`config.mk`:
```
export PLATFORM = sky130hd
export DESIGN_NAME = half_step_motor_sequencer_core
export DESIGN_NICKNAME = d
export VERILOG_FILES = /design/src/hsms_pkg.sv /design/src/hsms_ctrl.sv /design/src/hsms_dp.sv /design/src/half_step_motor_sequencer_core.sv
export SDC_FILE = /design/constraint.sdc
export NUM_CORES = 1
export LEC_CHECK = 0
export BUFFER_PORTS_ARGS = -buffer_cell sky130_fd_sc_hd__buf_2
export CAP_MARGIN = 10
export CORE_UTILIZATION = 50
export CTS_CLUSTER_DIAMETER = 30
export DETAILED_ROUTE_END_ITERATION = 7
export HOLD_SLACK_MARGIN = 0.06
export PLACE_DENSITY = 0.65
export SLEW_MARGIN = 30
export SYNTH_ARGS = -nofsm -noshare
export SYNTH_HDL_FRONTEND = slang
export SYNTH_SLANG_ARGS = --single-unit
```
`constraint.sdc`:
```
create_clock -name clk -period 14.3 [get_ports clk]
set_clock_uncertainty 0.15 [all_clocks]
set_input_delay 2.86 -clock clk [delete_from_list [all_inputs] [get_ports clk]]
set_output_delay 2.86 -clock clk [all_outputs]
set_load 0.02 [all_outputs]
```
`src/hsms_pkg.sv`:
```
package hsms_pkg;

    localparam int SPEED_NUM     = 60000000 / 4096;
    localparam int DIV_BITS      = 14;
    localparam int DIV_CNT_W     = $clog2(DIV_BITS);
    localparam int SPEED_W       = 12;
    localparam int DELAY_W       = 16;
    localparam int COUNT_W       = 16;
    localparam int POS_W         = 32;
    localparam int COIL_W        = 4;
    localparam int PHASE_W       = 3;
    localparam int CFG_DATA_W    = 16;

    localparam logic [DIV_BITS-1:0] DIV_DIVIDEND  = DIV_BITS'(SPEED_NUM);
    localparam logic [DELAY_W-1:0]  DEFAULT_DELAY = 16'd2000;

    localparam logic OP_TICK = 1'b0;
    localparam logic OP_MOVE = 1'b1;

    localparam logic CFG_ENABLE        = 1'b0;
    localparam logic CFG_DEFAULT_DELAY = 1'b1;

    typedef enum logic [1:0] {
        ST_OK       = 2'd0,
        ST_BUSY     = 2'd1,
        ST_DISABLED = 2'd2
    } status_t;

    typedef struct packed {
        logic load;
        logic div_step;
        logic exec;
    } cmd_t;

    typedef struct packed {
        logic need_div;
        logic div_last;
    } stat_t;

    function automatic logic [COIL_W-1:0] coil_of(input logic [PHASE_W-1:0] phase);
        logic [COIL_W-1:0] c;
        case (phase)
            3'd0:    c = 4'h1;
            3'd1:    c = 4'h3;
            3'd2:    c = 4'h2;
            3'd3:    c = 4'h6;
            3'd4:    c = 4'h4;
            3'd5:    c = 4'hC;
            3'd6:    c = 4'h8;
            3'd7:    c = 4'h9;
            default: c = 4'h0;
        endcase
        return c;
    endfunction

endpackage

```
`src/hsms_ctrl.sv`:
```
module hsms_ctrl
    import hsms_pkg::*;
(
    input  logic  clk,
    input  logic  rst_n,
    input  logic  in_valid,
    output logic  in_stall,
    output logic  out_valid,
    input  logic  out_stall,
    input  stat_t stat,
    output cmd_t  cmd
);

    typedef enum logic [1:0] {
        IDLE,
        DIVIDE,
        EXEC
    } state_t;

    state_t state_reg, state_next;
    logic   out_valid_reg, out_valid_next;

    always_comb
    begin
        cmd.load     = (state_reg == IDLE) && in_valid;
        cmd.div_step = (state_reg == DIVIDE);
        cmd.exec     = (state_reg == EXEC) && (!out_valid_reg || !out_stall);
    end

    always_comb
    begin
        state_next     = state_reg;
        out_valid_next = out_valid_reg && out_stall;
        case (state_reg)
            IDLE:
            begin
                if (cmd.load)
                begin
                    state_next = stat.need_div ? DIVIDE : EXEC;
                end
            end
            DIVIDE:
            begin
                if (stat.div_last)
                begin
                    state_next = EXEC;
                end
            end
            EXEC:
            begin
                if (cmd.exec)
                begin
                    state_next     = IDLE;
                    out_valid_next = 1'b1;
                end
            end
            default:
            begin
                state_next = IDLE;
            end
        endcase
    end

    always_ff @(posedge clk or negedge rst_n)
    begin
        if (!rst_n)
        begin
            state_reg     <= IDLE;
            out_valid_reg <= 1'b0;
        end
        else
        begin
            state_reg     <= state_next;
            out_valid_reg <= out_valid_next;
        end
    end

    assign in_stall  = (state_reg != IDLE);
    assign out_valid = out_valid_reg;

endmodule

```
`src/hsms_dp.sv`:
```
module hsms_dp
    import hsms_pkg::*;
(
    input  logic                      clk,
    input  logic                      rst_n,
    input  cmd_t                      cmd,
    output stat_t                     stat,
    input  logic                      cfg_we,
    input  logic                      cfg_index,
    input  logic [CFG_DATA_W-1:0]     cfg_data,
    input  logic                      op,
    input  logic signed [COUNT_W-1:0] step_count,
    input  logic [SPEED_W-1:0]        speed,
    output logic [COIL_W-1:0]         coils,
    output logic signed [POS_W-1:0]   position,
    output logic                      busy_res,
    output logic                      stepped,
    output logic [1:0]                status
);

    logic                 enable_reg;
    logic [DELAY_W-1:0]   dflt_delay_reg;

    logic [PHASE_W-1:0]   phase_reg, phase_next;
    logic [COIL_W-1:0]    coil_reg, coil_next;
    logic [POS_W-1:0]     pos_reg, pos_next;
    logic [COUNT_W-1:0]   left_reg, left_next;
    logic [DELAY_W-1:0]   timer_reg, timer_next;
    logic [DELAY_W-1:0]   delay_reg, delay_next;
    logic                 down_reg, down_next;
    logic                 moving_reg, moving_next;

    logic                 op_reg;
    logic [COUNT_W-1:0]   cnt_reg;
    logic [SPEED_W-1:0]   spd_reg;

    logic [SPEED_W-1:0]   rem_reg;
    logic [DIV_BITS-1:0]  quo_reg;
    logic [DIV_CNT_W-1:0] div_cnt_reg;
    logic [SPEED_W:0]     partial;
    logic [SPEED_W:0]     diff;

    logic [COIL_W-1:0]    o_coils_next;
    logic [POS_W-1:0]     o_pos_next;
    logic                 o_stepped_next;
    status_t              o_status_next;

    logic [COIL_W-1:0]    o_coils_reg;
    logic [POS_W-1:0]     o_pos_reg;
    logic                 o_busy_reg;
    logic                 o_stepped_reg;
    status_t              o_status_reg;

    assign stat.need_div = (op == OP_MOVE) && enable_reg && !moving_reg
                           && (step_count != '0) && (speed != '0);
    assign stat.div_last = (div_cnt_reg == DIV_CNT_W'(DIV_BITS - 1));

    assign partial = {rem_reg, quo_reg[DIV_BITS-1]};
    assign diff    = partial - {1'b0, spd_reg};

    always_comb
    begin
        logic               take;
        logic               neg;
        logic [COUNT_W-1:0] mag;
        logic [DELAY_W-1:0] d;

        take        = 1'b0;
        neg         = cnt_reg[COUNT_W-1];
        mag         = neg ? COUNT_W'(-cnt_reg) : cnt_reg;
        d           = (spd_reg != '0) ? DELAY_W'(quo_reg) : dflt_delay_reg;
        phase_next  = phase_reg;
        coil_next   = coil_reg;
        pos_next    = pos_reg;
        left_next   = left_reg;
        timer_next  = timer_reg;
        delay_next  = delay_reg;
        down_next   = down_reg;
        moving_next = moving_reg;
        o_stepped_next = 1'b0;
        o_status_next  = ST_OK;

        if (d == '0)
        begin
            d = DELAY_W'(1);
        end

        if (op_reg == OP_MOVE)
        begin
            if (!enable_reg)
            begin
                o_status_next = ST_DISABLED;
            end
            else if (moving_reg)
            begin
                o_status_next = ST_BUSY;
            end
            else if (cnt_reg != '0)
            begin
                delay_next  = d;
                down_next   = neg;
                left_next   = mag;
                moving_next = 1'b1;
                take        = 1'b1;
            end
        end
        else
        begin
            if (!enable_reg)
            begin
                o_status_next = ST_DISABLED;
            end
            if (moving_reg)
            begin
                if (timer_reg != '0)
                begin
                    timer_next = timer_reg - 1'b1;
                end
                if (timer_next == '0)
                begin
                    if (left_reg != '0)
                    begin
                        take = 1'b1;
                    end
                    else
                    begin
                        moving_next = 1'b0;
                    end
                end
            end
        end

        if (take)
        begin
            phase_next = down_next ? phase_reg - 1'b1 : phase_reg + 1'b1;
            coil_next  = coil_of(phase_next);
            pos_next   = down_next ? pos_reg - 1'b1 : pos_reg + 1'b1;
            left_next  = left_next - 1'b1;
            timer_next = delay_next;
            o_stepped_next = 1'b1;
        end

        o_coils_next = coil_next;
        o_pos_next   = enable_reg ? pos_next : '0;
    end

    always_ff @(posedge clk or negedge rst_n)
    begin
        if (!rst_n)
        begin
            enable_reg     <= 1'b0;
            dflt_delay_reg <= DEFAULT_DELAY;
            phase_reg      <= '0;
            coil_reg       <= '0;
            pos_reg        <= '0;
            left_reg       <= '0;
            timer_reg      <= '0;
            delay_reg      <= '0;
            down_reg       <= 1'b0;
            moving_reg     <= 1'b0;
            div_cnt_reg    <= '0;
        end
        else
        begin
            if (cfg_we)
            begin
                case (cfg_index)
                    CFG_ENABLE:        enable_reg     <= cfg_data[0];
                    CFG_DEFAULT_DELAY: dflt_delay_reg <= cfg_data;
                    default:           enable_reg     <= enable_reg;
                endcase
            end
            if (cmd.load)
            begin
                div_cnt_reg <= '0;
            end
            else if (cmd.div_step)
            begin
                div_cnt_reg <= div_cnt_reg + 1'b1;
            end
            if (cmd.exec)
            begin
                phase_reg  <= phase_next;
                coil_reg   <= coil_next;
                pos_reg    <= pos_next;
                left_reg   <= left_next;
                timer_reg  <= timer_next;
                delay_reg  <= delay_next;
                down_reg   <= down_next;
                moving_reg <= moving_next;
            end
        end
    end

    always_ff @(posedge clk)
    begin
        if (cmd.load)
        begin
            op_reg  <= op;
            cnt_reg <= $unsigned(step_count);
            spd_reg <= speed;
            rem_reg <= '0;
            quo_reg <= DIV_DIVIDEND;
        end
        else if (cmd.div_step)
        begin
            if (!diff[SPEED_W])
            begin
                rem_reg <= diff[SPEED_W-1:0];
                quo_reg <= {quo_reg[DIV_BITS-2:0], 1'b1};
            end
            else
            begin
                rem_reg <= partial[SPEED_W-1:0];
                quo_reg <= {quo_reg[DIV_BITS-2:0], 1'b0};
            end
        end
        if (cmd.exec)
        begin
            o_coils_reg   <= o_coils_next;
            o_pos_reg     <= o_pos_next;
            o_busy_reg    <= moving_next;
            o_stepped_reg <= o_stepped_next;
            o_status_reg  <= o_status_next;
        end
    end

    assign coils    = o_coils_reg;
    assign position = $signed(o_pos_reg);
    assign busy_res = o_busy_reg;
    assign stepped  = o_stepped_reg;
    assign status   = o_status_reg;

endmodule

```
`src/half_step_motor_sequencer_core.sv`:
```
// A tick, or a move without speed, goes from IDLE to EXEC; EXEC writes the result.
// A move with nonzero speed and steps, when enabled and not moving, passes DIVIDE
// first for the bit-serial delay divider. A new request is taken only in IDLE.
// The output register frees the input side while a result waits.
// Reset (rst_n low, async): idle, coil/position state 0, disabled, default delay 2000.
module half_step_motor_sequencer_core
    import hsms_pkg::*;
(
    input  logic                      clk,
    input  logic                      rst_n,
    input  logic                      cfg_we,
    input  logic                      cfg_index,
    input  logic [CFG_DATA_W-1:0]     cfg_data,
    input  logic                      in_valid,
    output logic                      in_stall,
    input  logic                      op,
    input  logic signed [COUNT_W-1:0] step_count,
    input  logic [SPEED_W-1:0]        speed,
    output logic                      out_valid,
    input  logic                      out_stall,
    output logic [COIL_W-1:0]         coils,
    output logic signed [POS_W-1:0]   position,
    output logic                      busy_res,
    output logic                      stepped,
    output logic [1:0]                status
);

    cmd_t  cmd;
    stat_t stat;

    hsms_ctrl u_ctrl (
        .clk       (clk),
        .rst_n     (rst_n),
        .in_valid  (in_valid),
        .in_stall  (in_stall),
        .out_valid (out_valid),
        .out_stall (out_stall),
        .stat      (stat),
        .cmd       (cmd)
    );

    hsms_dp u_dp (
        .clk        (clk),
        .rst_n      (rst_n),
        .cmd        (cmd),
        .stat       (stat),
        .cfg_we     (cfg_we),
        .cfg_index  (cfg_index),
        .cfg_data   (cfg_data),
        .op         (op),
        .step_count (step_count),
        .speed      (speed),
        .coils      (coils),
        .position   (position),
        .busy_res   (busy_res),
        .stepped    (stepped),
        .status     (status)
    );

endmodule

```
### After elaboration in Yosys (flattened, before gate mapping)

Memories as Yosys holds them, arrays and structs flattened.
Cells that the tools add are included.

| storage, ports and cells | value |
|---|---|
| register bits | 208 |
| memory bits (read-only) | 32 |
| bits of input ports | 51 |
| output and inout bits | 42 |
| memories | 1 |

| cells by class | value |
|---|---|
| add/subtract/negate cells | 9 |
| eq/ne operators | 7 |
| muxes and demuxes | 54 |
| bitwise logic cells | 1 |
| reduce and logical (&&, ||, !) cells | 28 |

Memories:

| memory | depth | width | read ports | clocked after Yosys merged registers in | write ports | line | source |
|---|---|---|---|---|---|---|---|
| (no name shown) | 8 | 4 | 1 | 0 | 0 | hsms_pkg.sv:42 | `case (phase)` |

Operators by type and width:

| kind | count |
|---|---|
| $mux 16 | 18 |
| $mux 32 | 2 |
| $reduce_bool 16->1 | 4 |
| $add 32x1->32 const B | 1 |
| $logic_not 16->1 | 2 |
| $sub 16x1->16 const B | 2 |
| $sub 32x1->32 const B | 1 |
| $reduce_bool 12->1 | 2 |
| $mux 1 | 21 |
| $neg 16->16 | 1 |
| $mux 2 | 7 |
| $sub 13x12->13 | 1 |
| $mux 12 | 1 |
| $mux 4 | 3 |
| $logic_and 1x1->1 | 7 |
| $ne 2x2->1 const B | 3 |
| $pmux 2 s3 | 1 |
| $reduce_and 2->1 | 3 |
| $reduce_and 3->1 | 2 |
| $reduce_bool 2->1 | 3 |
| $add 4x1->4 const B | 1 |
| $eq 4x4->1 const B | 1 |
| $add 3x1->3 const B | 1 |
| $logic_not 1->1 | 3 |
| other kinds (8) | 8 |

### Logic depth before layout (Yosys ltp)

Gate-level depths: netlist (run 1).

| logic depth | value |
|---|---|
| depth in word-level cells | 10 |
| depth in mapped cells | 19 |
| mapped depth without buffers | 18 |

### Modules after synthesis

Synthesis (run 1) repeated with hierarchy kept, for this count alone.

| unflattened totals | value |
|---|---|
| cells, all modules | 1312 |
| area total of the unflattened synthesis | 12468.2 sq um |

By module, submodules not included:

| module | times used | cells an instance | area each (sq um) | sequential area each (sq um) |
|---|---|---|---|---|
| hsms_dp | 1 | 1294 | 12300.5 | 5352.6 |
| hsms_ctrl | 1 | 18 | 167.7 | 75.1 |

### Worst setup path before layout (run 1)

No wires, ideal clock.

| timing path | value |
|---|---|
| path type | register to register |
| from | register u_dp.cnt_reg[0] |
| to | register u_dp.o_pos_reg[28] (netlist: u_dp.position[28]) (data pin) |
| library setup time | 0.259 ns |
| data arrival time | 5.197 ns |
| slack | 8.694 ns |
| stages on the path, launching flop included | 20 |
| buffers on the path | 1 |
| cell sequence | edfxtp_1 > inv_1 > ha_1 > or3b_2 > or4_1 > buf_2 > nand2_1 > nand2_1 > nand2_1 > inv_2 > fa_1 > nor2b_1 > o31a_1 > o21ai_0 > a21boi_0 > a21oi_1 > a211o_1 > o21bai_1 > nor3_1 > a211o_1 |

| on the way | value |
|---|---|
| word-level cells in the longest chain between the ends | 7 |
| elaborated cells between the ends (all ways) | 11 |
| those cells by class | mux: 10; reduce/logical: 1 |

RTL lines:

| item | line | source |
|---|---|---|
| from (decl) | hsms_dp.sv:34 | `logic [COUNT_W-1:0] cnt_reg;` |
| from (signal assigned) | hsms_dp.sv:200 | `cnt_reg <= $unsigned(step_count);` |
| $reduce_bool 16->1 | hsms_dp.sv:98 | `else if (cnt_reg != '0)` |
| $mux 1 | hsms_dp.sv:98 |  |
| $mux 1 | hsms_dp.sv:94 | `else if (moving_reg)` |
| $mux 1 | hsms_dp.sv:90 | `if (!enable_reg)` |
| $mux 1 | hsms_dp.sv:88 | `if (op_reg == OP_MOVE)` |
| net u_dp.down_next | hsms_dp.sv:30 | `logic down_reg, down_next;` |
| $mux 32 | hsms_dp.sv:137 | `pos_next = down_next ? pos_reg - 1'b1 : pos_reg + 1'b1;` |
| $mux 32 | hsms_dp.sv:133 | `if (take)` |
| to (signal assigned) | hsms_dp.sv:221 | `o_pos_reg <= o_pos_next;` |
| to (decl) | hsms_dp.sv:49 | `logic [POS_W-1:0] o_pos_reg;` |

The timed path passes the listed nets, and every way through them passes these cells.
A chain may end at the register's enable or synchronous reset.

### Worst setup path in the final report (run 1)

Same ends and word-level chain as after synthesis.

==> key figures, run 1 <==
STA
  • F_max: around 170 MHz
  • Final Hold Fails: 0
  • RSZ-0062 raised after global routing: false
  • Final setup vio count: 0
  • Final period utilization: 41.0%
  • Max-slew violation count: 0
  • Max_slew headroom: 36.6%
  • Fin Setup TNS: 0 ns
  • Final min period: 5.87 ns
  • WHS: approximately 0.33 ns
  • Worst-margin pin slew: 0.948 ns

Critical path
  • Crit-path max FO: 42
  • Register-to-Register Path Depth: 19
  • Arrival time worst endpoint: 6.00 ns
  • Worst EP required: 14.43 ns
  • Worst setup path class: register to register
  • Worst setup EP type: register
  • Nature of the critical path startpoint: register
  • Reg2Reg Capture Point: u_dp.position[28]
  • Reg2Reg Setup Slack: 8.43 ns
  • RR Startpoint: u_dp.cnt_reg[0]

Finish
  • Fin cells: 1832
  • Share of cells above drive strength 1: 16.0%
  • Ant diodes: 0
  • Nets: 1572
  • Fillers: around 2100
  • Area delta synth->final: 20.1%

Hold path
  • Worst hold path endpoint: u_dp.coil_reg[3]
  • Hold crit path type: register to register
  • Hold Path Cell Cnt: 2
  • Hold Startpoint: u_dp.coil_reg[3]

Power
  • Tot Pwr: around 3.6 mW
  • Leak: approximately 6.5 nW
  • Cell Pwr Density: 243 nW/um2
  • Max IR drop VDD: ~0.00013 V

Floorplanning
  • Initial Util: around half
  • I/O pins: just over 90
  • Row count: 57
  • Core box area: 24200 um2
  • Die Y: 159 um
  • DIE AREA: 25300 um2
  • Die Span X: 159 um

Detailed routing
  • Drt via density: between 5 and 6
  • Drt wl/cell: 16.0 um
  • 1st-iter DRT viols: 615
  • DRC Markers: 0
  • First-pass DRT Iterations: 5
  • Vias: about 10000
  • Detailed Route WL: around 29 mm
  • Routed Antenna Nets: 0

Logic synthesis
  • Async set or reset register ratio after synthesis: ~54%
  • Post-synthesis sequential area ratio: between 40% and 50%
  • Synthesis warning total: 0
  • Synthesized instance count: 1375
  • Ys flop type: dfrtp_1
  • Syn_nets: 1482
  • Yosys reg bits: roughly 210
  • Mux cell area share after synthesis: 4.74%
  • Count of cell types in the netlist: 76
  • Synth Area in Adders: 5.86%
  • Post-Synth Simple-Gate Area: 19.6%
  • Synth Area in XOR/XNOR: 4.40%
  • Syn Area/Cell: between 8 and 9 um2
  • Compound-Gate Fraction of Synth Area: around 18%
  • Post-Syn Area: 12300 um2
  • Largest family of logic cells by synthesized area: simple AND/OR/NAND/NOR gates
  • Post-synth EDFFs: 69

Global route
  • Largest net degree at the start of global routing: 63
  • Initial antenna violation count: 1
  • Vias in the first global route: 10000
  • Global-route wire length before repair: 49.9 mm
  • Grt ovf: 0
  • Tot GR Track Use: a little under a quarter

Clock tree
  • CTS tree: done
  • Worst-case clock buffer depth: 3
  • Clock Latency Late Sink: 0.55 ns
  • Post-CTS setup buffers: 0
  • Root Buffer: clkbuf_16
  • H-tree lvl count: 2
  • TritonCTS Sinks: 208
  • Cts bufs inserted: slightly above 50
  • Post-CTS resize count: 0
  • Worst-path clk slew: approximately 0.040 ns
  • Post-CTS Hold Buffers: 0

Placement
  • Dpl hpwl: between 15 and 20 mm
  • Placed Cells: about 1700
  • IO buf count: 92
  • Placer Congestion: 0.873

Job
  • Max Cap Viol: 0

Run status
  • Run status: completed
==> how the worst max path moves through the flow <==
stage,start,endpoint,slack (ns),cells after the start
2_1_floorplan,u_dp.cnt_reg[0],u_dp.position[28],8.69,19
3_3_place_gp,u_dp.cnt_reg[0],u_dp.position[28],8.66,19
3_5_place_dp,u_dp.cnt_reg[0],u_dp.position[28],8.56,19
4_1_cts,u_dp.cnt_reg[0],u_dp.position[28],8.51,19
5_1_grt,u_dp.cnt_reg[0],u_dp.position[28],8.08,19
6_report,u_dp.cnt_reg[0],u_dp.position[28],8.43,19
==> cells by family (layout without fill, tap and decap cells) <==
group | after synthesis | after routing
fa+ha+maj | 56 | 56
compound gates | 360 | 360
simple gates | 523 | 523
mux | 56 | 56
flops | 208 | 208
xor+xnor | 62 | 62
buf+inv | 110 | 243
==> metal layers <==
| layer | share of wire, % | up-vias | track usage (%) | wire length [um] |
|---|---|---|---|---|
| met3 | 4.3 | 52 | 3.99 | 1250 |
| met5 | 0.044 | - | 0 | 13 |
| li1 | - | 5161 | - | - |
| met4 | 2.1 | 2 | 7.78 | 622 |
| met2 | 45 | 227 | 37.1 | 13100 |
| met1 | 49 | 4859 | 33.8 | 14300 |
==> synthesized netlist by cell type (27+ instances only) <==
master / instances / area share, %
ha_1: 53 / 5.4
nor4_1: 31 / 1.6
nor2_1: 105 / 3.2
nand2_1: 226 / 6.9
mux2i_1: 36 / 2.9
clkbuf_1: 52 / 1.6
nand3_1: 41 / 1.7
edfxtp_1: 69 / 17
inv_1: 39 / 1.2
xnor2_1: 35 / 2.5
o21ai_0: 114 / 4.6
nor3_1: 31 / 1.3
dfrtp_1: 107 / 22
a21oi_1: 100 / 4.1
xor2_1: 27 / 1.9
==> cell type report <==
type	count	area, um2	share of cell area, %
Timing Repair Buffer	105	561	3.78
Sequential cell	208	5430	36.6
Clock buffer	59	1320	8.88
Inverter	42	159	1.07
Tap cell	324	405	2.73
Clock inverter	37	454	3.06
Multi-Input combinational cell	1057	6510	43.9
==> power by group <==
part	total, mW	switching, mW	internal [mW]
Sequential	1.04	0.184	0.854
Combinational	1.41	0.868	0.541
Clock	1.16	0.366	0.790
Total	3.60	1.42	2.18
==> critical path, stage by stage (launching register included) <==
cell	delay, ns
edfxtp_1	0.47
inv_1	0.09
ha_1	0.22
or3b_2	0.51
or4_1	0.71
nand2_1	0.16
nand2_1	0.06
nand2_1	0.06
buf_4	0.44
inv_2	0.21
fa_1	0.50
nor2b_1	0.17
o31a_1	0.23
o21ai_0	0.14
a21boi_0	0.36
a21oi_1	0.14
a211o_1	0.30
o21bai_1	0.28
nor3_1	0.09
a211o_1	0.30
==> metrics by stage <==
step	worst slack, ns	cell area, um2	util, %
after floorplan	8.69	12300	-
after global placement	8.66	13100	53.8
after CTS	8.51	14800	61.2
after global routing	8.08	14800	61.2
after detailed placement	8.56	13100	53.8
final	8.43	14800	61.2
==> layout by cell type (no fill, tap or decap), types with 11 or more instances in the layout <==
cell,Yosys,routed
nor3_1,31,31
o21ai_0,114,114
xor2_1,27,27
o21a_1,12,12
inv_1,39,38
buf_2,12,91
nand2b_1,13,12
edfxtp_1,69,69
buf_4,1,14
xnor2_1,35,35
mux2i_1,36,36
nor2_1,105,105
nor4_1,31,31
mux2_2,20,20
nand2_1,226,226
clkbuf_16,0,51
a21oi_1,100,100
and3_1,11,11
nand4_1,13,13
ha_1,53,53
nand3_1,41,41
dfrtp_1,107,107
a21o_1,21,21
a31oi_1,11,11
dfxtp_1,26,26
Power figures use the tool's default switching activity.
==> inputs of run 2 (changes only) <==
- PLACE_DENSITY: 0.65 -> 0.68
- clock period: 14.3 -> 5.2 ns (I/O delays scaled with it)
==> key figures, run 2 (synthesis gave the netlist of run 1 again) <==
Clock tree
  • Root Buffer: clkbuf_16
  • TritonCTS Sinks: 208 (unchanged)
  • Cts bufs inserted: 47 (-7.8%)
  • Post-CTS setup buffers: 0 (unchanged)
  • Clock Latency Late Sink: 0.56 ns (about the same)
  • CTS tree: done
  • H-tree lvl count: 2 (unchanged)
  • Worst-path clk slew: 0.05 ns (about the same)
  • Worst-case clock buffer depth: 3 (unchanged)

Hold path
  • Hold Path Cell Cnt: 2 (unchanged)
  • Hold Startpoint: u_dp.rem_reg[11]
  • Worst hold path endpoint: u_dp.rem_reg[11]
  • Hold crit path type: register to register

Critical path
  • Worst EP required: 5.35 ns (-9.08 ns)
  • Arrival time worst endpoint: 4.98 ns (-1.02 ns)
  • Reg2Reg Capture Point: u_dp.position[23]
  • RR Startpoint: u_dp.cnt_reg[0]
  • Worst setup path class: register to register
  • Reg2Reg Setup Slack: 0.37 ns (-8.06 ns)
  • Worst setup EP type: register
  • Nature of the critical path startpoint: register
  • Crit-path max FO: 13 (-69%)
  • Worst setup path startpoint: u_dp.cnt_reg[0]
  • Register-to-Register Path Depth: 17 (-2)

Finish
  • Nets: 1583 (+0.70%)
  • Share of cells above drive strength 1: 16.3% (+0.32 points)
  • Commonest cells after routing, fill and taps aside: 224 x nand2_1, 114 x o21ai_0, 107 x dfrtp_1
  • Ant diodes: 0 (unchanged)
  • Most common cell after layout, fill and taps aside: nand2_1
  • Final Util: 60.7% (-0.43 points)
  • Area delta synth->final: 19.3%

Detailed routing
  • Routed Antenna Nets: 0 (unchanged)
  • 1st-iter DRT viols: 668 (+8.6%)
  • Drt wl/cell: 15.9 um (-0.82%)
  • DRC Markers: 0 (unchanged)
  • Vias: 10400 (+0.54%)
  • Detailed Route WL: 29.2 mm (-0.44%)
  • Drt via density: 5.63 (+0.16%)
  • First-pass DRT Iterations: 5 (unchanged)

Global route
  • Largest net degree at the start of global routing: 63 (unchanged)
  • Tot GR Track Use: 23.7% (-0.17 points)
  • Global-route wire length before repair: 49.3 mm (-1.3%)
  • Initial antenna violation count: 0 (-1)
  • Vias in the first global route: 9895 (-1.5%)
  • Grt ovf: 0 (unchanged)

STA
  • Final Hold Fails: 0 (unchanged)
  • F_max: 207 MHz (+22%)
  • Max-slew violation count: 0 (unchanged)
  • Max_slew headroom: 32.5% (-4.2 points)
  • Fin Setup TNS: 0 ns (unchanged)
  • Worst-margin pin slew: 1.01 ns (+0.0622 ns)
  • Final min period: 4.83 ns (-1.04 ns)
  • Final period utilization: 92.9% (+52 points)
  • Final setup vio count: 0 (unchanged)
  • RSZ-0062 raised after global routing: false

Floorplanning
  • Initial Util: 50.9% (unchanged)
  • Die Y: 159 um (unchanged)
  • Row count: 57 (unchanged)
  • Die Span X: 159 um (unchanged)
  • DIE AREA: 25300 um2 (unchanged)
  • Core box area: 24200 um2 (unchanged)
  • I/O pins: 93 (unchanged)

Placement
  • Dpl hpwl: 20.4 mm (+2.0%)
  • Placer Congestion: 0.922 (+5.6%)
  • IO buf count: 92 (unchanged)

Power
  • Max IR drop VDD: 0.000385 V (+200%)
  • Leak: 6.45 nW (-0.19%)
  • Cell Pwr Density: 648 nW/um2 (+170%)
  • Tot Pwr: 9.54 mW (+160%)

Run status
  • Run status: completed

Job
  • Max Cap Viol: 0 (unchanged)
[run 2: cell count changes in the layout (fill, tap and decap cells not counted), moves of 3 or more]
| cell | change |
|---|---|
| buf_4 | +15 |
| clkinv_1 | +7 |
| bufinv_16 | -5 |
| clkbuf_16 | -4 |
| clkinv_4 | -4 |
| clkinvlp_4 | -4 |
| inv_6 | +3 |
[run 2: what timing repair did]
item                                    4_1_cts  5_1_grt
hold buffers                                  0        0
resized for setup                             0        4
endpoints found under the setup margin        0        5
[run 2: final cells by class]
class | count | area [um2]
inverters | 42 | 158
well taps | 324 | 405
clock inverters | 33 | 287
multi-input cells | 1057 | 6540
repair buffers | 120 | 673
clock buffers | 55 | 1240
flip-flops and latches | 208 | 5430
fillers | 2100 | 9520
[run 2: worst max path at each step]
stage | to | cells after the start
2_1_floorplan | u_dp.position[28] | 19
3_3_place_gp | u_dp.position[30] | 18
3_5_place_dp | u_dp.position[30] | 18
4_1_cts | u_dp.position[30] | 18
5_1_grt | u_dp.position[23] | 17
6_report | u_dp.position[23] | 17
[run 2: where the power goes]
part	total (mW)	switching (mW)	internal (mW)
Clock	2.77	0.959	1.81
Combinational	3.94	2.41	1.52
Sequential	2.83	0.487	2.35
[run 2: critical path: stages, from the launching register on]
cell	delay (ns)
edfxtp_1	0.37
inv_1	0.07
ha_1	0.20
or3b_2	0.51
or4_1	0.57
nand2_1	0.12
nand2_1	0.10
nand2_4	0.19
ha_1	0.28
a211oi_1	0.34
o21ai_0	0.25
nand4_1	0.18
a21oi_1	0.10
o21ai_0	0.44
a21oi_1	0.14
or3_1	0.34
a31oi_1	0.18
nor2_1	0.05
[run 2: per-stage QoR]
stage	setup WS [ns]	hold WS [ns]	area [um2]	std cells
after floorplan	0.183	0.297	12400	1375
after global placement	0.338	0.305	13200	1751
after detailed placement	0.206	0.320	13200	1751
after CTS	0.203	0.327	14700	1839
after global routing	0.00565	0.347	14700	1839
final	0.371	0.323	14700	1839
[run 2: layer usage]
metal	vias to the layer above	global-route usage [%]	share of wire, %
met5	-	0	0
met1	4848	33.4	48
met2	303	36.8	44
met4	0	7.08	1.7
li1	5172	-	-
met3	34	4.69	5.8
